## src/sv/dnle_pkg.sv

```systemverilog
`default_nettype none
// ----------------------------------------------------------------------------
// dnle_pkg
// Shared types, codes and helpers for the DNS name label encoder.
// ----------------------------------------------------------------------------
package dnle_pkg;

  localparam int BUFFER_BYTES_DEF = 128;
  localparam logic [7:0] DOT_CHAR = 8'h2E;
  localparam int ADDR_W = 7;

  typedef enum logic [1:0] {
    STATUS_OK      = 2'd0,
    STATUS_EMPTY   = 2'd1,
    STATUS_INVALID = 2'd2
  } status_t;

  typedef struct packed {
    logic [ADDR_W-1:0] write_address;
    logic [7:0]        write_byte;
    status_t           status;
    logic              last;
  } result_t;

  // Letters, digits and hyphen may stand in a label.
  function automatic logic is_label_char(input logic [7:0] c);
    logic ok;
    ok = (c inside {[8'h41:8'h5A], [8'h61:8'h7A], [8'h30:8'h39], 8'h2D});
    return ok;
  endfunction

endpackage
`default_nettype wire

```

## src/sv/dns_name_label_encoder_unit.sv

```systemverilog
`default_nettype none
// ----------------------------------------------------------------------------
// dns_name_label_encoder_unit
// Turns a dotted domain name, one character per item, into byte writes of
// the DNS wire form: length-prefixed labels and a zero terminator.
// ----------------------------------------------------------------------------
// A user feeds one name character per item (in_kind = 0) and closes the name
// with an end item (in_kind = 1). Each accepted character item is decoded in
// the cycle it is taken and its result, if any, lands in a four-entry result
// queue the same cycle, so one item per cycle is taken while the queue has
// room for two results; out_valid rises the cycle after. A label character
// writes itself at position + 1, a dot back-fills the finished label's length
// at its start, and an end item pushes two results (last label length, then
// the zero terminator), so an end item needs two free queue slots. Errors (empty
// label, invalid character) give one result with last set, then items are
// dropped until the end item. Characters beyond the buffer limit are ignored
// so the terminator always fits. in_stall is taken from the queue fill count
// alone, so an item is still accepted while a result waits on out_stall.
// ----------------------------------------------------------------------------
module dns_name_label_encoder_unit
  import dnle_pkg::*;
#(
  parameter int BUFFER_BYTES = BUFFER_BYTES_DEF
) (
  input  wire logic                clk,
  input  wire logic                rst_n,
  // input channel
  input  wire logic                in_valid,
  output logic                     in_stall,
  input  wire logic                in_kind,
  input  wire logic [7:0]          in_char_code,
  // result channel
  output logic                     out_valid,
  input  wire logic                out_stall,
  output logic [ADDR_W-1:0]        out_write_address,
  output logic [7:0]               out_write_byte,
  output logic [1:0]               out_status,
  output logic                     out_last
);

  // Position, label length and label start all stay below BUFFER_BYTES.
  localparam int PW    = $clog2(BUFFER_BYTES);
  localparam int AW    = (PW > ADDR_W) ? PW : ADDR_W;
  localparam int DEPTH = 4;
  localparam int QPW   = $clog2(DEPTH);
  localparam int QCW   = QPW + 1;

  // name state
  logic [PW-1:0] position_r, position_nxt;
  logic [PW-1:0] label_length_r, label_length_nxt;
  logic [PW-1:0] label_start_r, label_start_nxt;
  logic          failed_r, failed_nxt;

  // result queue
  result_t       queue_r [DEPTH];
  logic [QPW-1:0] wr_ptr_r, wr_ptr_nxt;
  logic [QPW-1:0] rd_ptr_r, rd_ptr_nxt;
  logic [QCW-1:0] count_r, count_nxt;

  logic          in_fire;
  logic          out_fire;
  logic [1:0]    push_cnt;
  result_t       res0, res1;

  logic          full_limit;
  logic [AW-1:0] pos_inc_ext;
  logic [AW-1:0] start_ext;
  logic [PW-1:0] pos_inc;

  // Hold off input unless two result slots are free.
  assign in_stall  = (count_r > QCW'(DEPTH - 2));
  assign in_fire   = in_valid && !in_stall;
  assign out_valid = (count_r != '0);
  assign out_fire  = out_valid && !out_stall;

  assign pos_inc     = position_r + PW'(1);
  assign pos_inc_ext = AW'(pos_inc);
  assign start_ext   = AW'(label_start_r);
  assign full_limit  = ({1'b0, position_r} + (PW+1)'(2)) >= (PW+1)'(BUFFER_BYTES);

  // Decode one item: results and next name state.
  always_comb begin
    position_nxt     = position_r;
    label_length_nxt = label_length_r;
    label_start_nxt  = label_start_r;
    failed_nxt       = failed_r;
    push_cnt         = 2'd0;
    res0             = '{write_address: '0, write_byte: '0, status: STATUS_OK, last: 1'b0};
    res1             = '{write_address: '0, write_byte: '0, status: STATUS_OK, last: 1'b0};
    if (in_fire) begin
      if (in_kind) begin
        if (!failed_r) begin
          // Back-fill the last label's length, then terminate.
          push_cnt           = 2'd2;
          res0.write_address = start_ext[ADDR_W-1:0];
          res0.write_byte    = 8'(label_length_r);
          res1.write_address = pos_inc_ext[ADDR_W-1:0];
          res1.last          = 1'b1;
        end
        position_nxt     = '0;
        label_length_nxt = '0;
        label_start_nxt  = '0;
        failed_nxt       = 1'b0;
      end else if (!failed_r && !full_limit) begin
        if (is_label_char(in_char_code)) begin
          push_cnt           = 2'd1;
          res0.write_address = pos_inc_ext[ADDR_W-1:0];
          res0.write_byte    = in_char_code;
          label_length_nxt   = label_length_r + PW'(1);
          position_nxt       = pos_inc;
        end else if (in_char_code == DOT_CHAR) begin
          push_cnt = 2'd1;
          if (label_length_r == '0) begin
            failed_nxt  = 1'b1;
            res0.status = STATUS_EMPTY;
            res0.last   = 1'b1;
          end else begin
            res0.write_address = start_ext[ADDR_W-1:0];
            res0.write_byte    = 8'(label_length_r);
            label_start_nxt    = pos_inc;
            label_length_nxt   = '0;
            position_nxt       = pos_inc;
          end
        end else begin
          push_cnt    = 2'd1;
          failed_nxt  = 1'b1;
          res0.status = STATUS_INVALID;
          res0.last   = 1'b1;
        end
      end
    end
  end

  // Queue pointer and count update.
  always_comb begin
    wr_ptr_nxt = wr_ptr_r + QPW'(push_cnt);
    rd_ptr_nxt = rd_ptr_r + QPW'(out_fire);
    count_nxt  = count_r + QCW'(push_cnt) - QCW'(out_fire);
  end

  always_ff @(posedge clk) begin
    if (!rst_n) begin
      position_r     <= '0;
      label_length_r <= '0;
      label_start_r  <= '0;
      failed_r       <= 1'b0;
      wr_ptr_r       <= '0;
      rd_ptr_r       <= '0;
      count_r        <= '0;
    end else begin
      position_r     <= position_nxt;
      label_length_r <= label_length_nxt;
      label_start_r  <= label_start_nxt;
      failed_r       <= failed_nxt;
      wr_ptr_r       <= wr_ptr_nxt;
      rd_ptr_r       <= rd_ptr_nxt;
      count_r        <= count_nxt;
    end
  end

  // Result payload store, no reset needed.
  always_ff @(posedge clk) begin
    if (push_cnt != 2'd0) begin
      queue_r[wr_ptr_r] <= res0;
    end
    if (push_cnt == 2'd2) begin
      queue_r[wr_ptr_r + QPW'(1)] <= res1;
    end
  end

  always_comb begin
    out_write_address = queue_r[rd_ptr_r].write_address;
    out_write_byte    = queue_r[rd_ptr_r].write_byte;
    out_status        = queue_r[rd_ptr_r].status;
    out_last          = queue_r[rd_ptr_r].last;
  end

  // --------------------------------------------------------------------------
  // Assertions
  // --------------------------------------------------------------------------
  a_count_bound: assert property (@(posedge clk) disable iff (!rst_n)
    count_r <= QCW'(DEPTH))
    else $error("result queue count exceeds depth");

  a_label_track: assert property (@(posedge clk) disable iff (!rst_n)
    ({1'b0, label_start_r} + {1'b0, label_length_r}) == {1'b0, position_r})
    else $error("label start plus length does not match position");

  a_pos_limit: assert property (@(posedge clk) disable iff (!rst_n)
    ({1'b0, position_r} + (PW+1)'(2)) <= (PW+1)'(BUFFER_BYTES))
    else $error("position ran past buffer limit");

  a_end_clears: assert property (@(posedge clk) disable iff (!rst_n)
    (in_fire && in_kind) |=> (position_r == '0 && label_length_r == '0 && !failed_r))
    else $error("end item did not clear name state");

  a_failed_silent: assert property (@(posedge clk) disable iff (!rst_n)
    (in_fire && failed_r) |=> (count_r <= $past(count_r)))
    else $error("result produced while failed");

endmodule
`default_nettype wire

```

## config.mk

```make
export PLATFORM = sky130hd
export DESIGN_NAME = dns_name_label_encoder_unit
export DESIGN_NICKNAME = d
export VERILOG_FILES = /design/src/sv/dnle_pkg.sv /design/src/sv/dns_name_label_encoder_unit.sv
export SDC_FILE = /design/constraint.sdc
export NUM_CORES = 1
export LEC_CHECK = 0
export BUFFER_PORTS_ARGS = -buffer_cell sky130_fd_sc_hd__buf_2
export CAP_MARGIN = 15
export CORE_MARGIN = 3
export CORE_UTILIZATION = 55
export DETAILED_ROUTE_END_ITERATION = 8
export MAX_ROUTING_LAYER = met4
export PLACE_DENSITY = 0.73
export REMOVE_ABC_BUFFERS = 1
export SLEW_MARGIN = 20
export SYNTH_ARGS = -nofsm -noshare
export SYNTH_HDL_FRONTEND = slang
export SYNTH_SLANG_ARGS = --single-unit
```

## constraint.sdc

```tcl
create_clock -name clk -period 3 [get_ports clk]
set_clock_uncertainty 0.2 [all_clocks]
set_input_delay 0.3 -clock clk [delete_from_list [all_inputs] [get_ports clk]]
set_output_delay 0.3 -clock clk [all_outputs]
set_load 0.01 [all_outputs]
```

==> qor.csv <==
metric,value,unit
grt_pass1_wl,21400,um
first_pass_iters,7,
drive_gt1_share,22.7,%
hold_class,in2reg,
clock-sinks,101,
gp_congestion,0.946,
htreeDepth,3,
synthesis.area,5230,um^2
synth_area_per_cell,11.0,um^2
syn_inst,476,
synth_seq_area_share,44.8,%
hp-start,in_char_code[5],
drt_iter0_markers,381,
antenna_left,0,
cts_root_buf,clkbuf_8,
yosysTopAreaCell,dfxtp_1,
synth_edf_count,32,
initial_core_util,58.2,%
netlist.area_leader.share,26.4,%
route.detailed.drc,0,
use_met1,38.9,%
ys_seq_elements,101,
die-width,103,um
antenna_cells,0,
p_per_area,634,nW/um^2
min_period,2.77,ns
gr-total-overflow,0,
rows,34,
grtUsageMet2,39.6,%
critical_path_class,reg2reg,
synth_flop_cell,dfxtp_1,
io_pins,33,
first_global_vias,3990,
final-hold-violation-count,0,
detail_route.wl_per_cell,21.0,um
final_common_cell,dfxtp_1,
synthToLayoutAreaGrowth,9.93,%
vias,4232,
critPathArrivalTime,2.81,ns
crit_path_end_kind,flip-flop,
core,8980,um^2
slew_violations,0,
met3_usage,3.62,%
whs,0.0139,ns
cp_max_fo,8,
dpl.hpwl,9150,um
postLayoutCoreUtil,64.0,%
antenna_found_initial,0,
worst_pin_slew,1.01,ns
finalCritPeriodShare,92.4,%
vdd_ir_drop_max,0.000573,V
grt.total_usage,26.9,%
fin_tns_setup,0,ns
vias_per_cell,6.65,
cts_tree,done,
drt_wl_total,13400,um
grt_max_degree,31,
yosys-top-cells-area,"dfxtp_1 26%, edfxtp_1 18%, mux4_2 7.8%",
top_usage_layer,met2,
numCtsBuffers,9,
p_leak,1.96,nW
cap_viol_max_count,0,
synth.distinct_cells,59,
timing.max_slew.rel_slack,31.9,%
seqCellArea,2340,um^2
rsz0062_at_grt,false,
final_nets,527,
die_h,103,um
final_cell_mix,"69 x dfxtp_1, 32 x buf_2, 32 x edfxtp_1",
cts_buffer_depth,2,
async_reset_ff_share,0,%
yosys_warnings,0,
fillers,770,
clock_latency,0.37,ns
max_freq,361,MHz
clkTransAtPathRegs,0.11,ns
status,completed,
multi_input_area,2650,um^2
die-area,10700,um^2
required,3.04,ns
setup_viol,0,
worstSetupStartpointType,flip-flop,
critPathLaunch,position_r[2]$_SDFFE_PN0P_,
io_buffers,32,
r2r-start,position_r[2]$_SDFFE_PN0P_,
## path summary, 6_finish.rpt
path | endpoint | slack (ns) | cells past startpoint
setup reg to reg | count_r[2]$_SDFF_PN0_ | 0.23 | 11
hold reg to reg | queue_r[2][2]$_SDFFE_PP0N_ | 0.26 | 2
setup / recovery | count_r[2]$_SDFF_PN0_ | 0.23 | 11
hold / removal | queue_r[0][8]$_SDFFE_PP0N_ | 0.01 | 2
## routing by layer
layer	part of all wire (%)	vias to the layer above
li1	-	1940
met1	45	2058
met2	45	204
met3	7.9	30
met4	1.8	0
met5	0	-
## power breakdown
part	internal [mW]	switching (mW)	leakage [nW]
logic	0.430	0.656	1.01
clock network	0.396	0.515	0.101
registers	1.56	0.0866	0.849
## sequential cells by signal (all words and copies together) (netlist names)
name and cells:
rd_ptr_r 2, label_length_r 7, position_r 7, label_start_r 7, count_r 3, queue_r 72
failed_r 1, wr_ptr_r 2
## area by class of cell
class,count,share of cell area [%]
Multi-Input combinational cell,322,46.1
Sequential cell,101,40.8
Timing Repair Buffer,56,5.92
Tap cell,126,2.74
Clock buffer,9,2.16
Clock inverter,7,1.37
Inverter,15,0.980
## per-stage QoR
stage | power (mW) | area, um^2 | setup WS, ns | std cells
floorplan | 2.35 | 5040 | 0.306 | 438
global placement | 2.73 | 5540 | 0.184 | 620
detailed placement | 2.75 | 5540 | 0.0739 | 620
CTS | 3.64 | 5740 | 0.0423 | 636
global route | 3.82 | 5750 | 0.0186 | 636
finish | 3.64 | 5750 | 0.229 | 636
## worst max-delay path: stages (launching register included)
cell      delay, ns
dfxtp_1        0.47
ha_1           0.27
nand2_1        0.15
o2111a_1       0.34
nand2b_1       0.14
xnor2_1        0.12
ha_1           0.16
inv_1          0.05
fa_1           0.37
xnor2_1        0.18
xnor2_1        0.14
nor2_1         0.05
## kinds of logic after synthesis
kind of cell / after synthesis / synth area share (%)
simple gates: 150 / 17.9
compound gates: 125 / 19.1
flops: 101 / 44.8
xor+xnor: 11 / 1.84
fa+ha+maj: 9 / 2.30
mux: 27 / 9.48
buf+inv: 53 / 4.60
## Yosys cell counts (2+ instances only)
master     number
nor3_2          7
nor3_1          8
or4_1          10
nor3_4          2
a31oi_1         6
nand2_1        26
o32a_1          2
o21ai_0        12
o2bb2ai_1      28
inv_1          15
ha_1            8
or3_1          10
o22ai_1         2
nand4_1         6
o211ai_1        9
and2_1          6
xor2_1          4
a221o_1        28
nand3_1         7
buf_2          12
a31o_2          3
dfxtp_1        69
nand2b_1        5
nor4_1         12
mux2i_1         9
nand3_2         3
or2_2           3
nor3b_2         2
edfxtp_1       32
and3_1          9
nor4b_1        12
nor2_1         17
mux4_2         18
buf_1           2
clkbuf_1       20
xnor2_1         7
buf_6           3
a21oi_1        21
## repair_timing
item                       4_1_cts  5_1_grt
resized for setup                0        1
buffers inserted                 0        0
hold buffers                     0        0
setup endpoints to repair        0        1
Note: power is estimated with default switching activity, not from simulation.
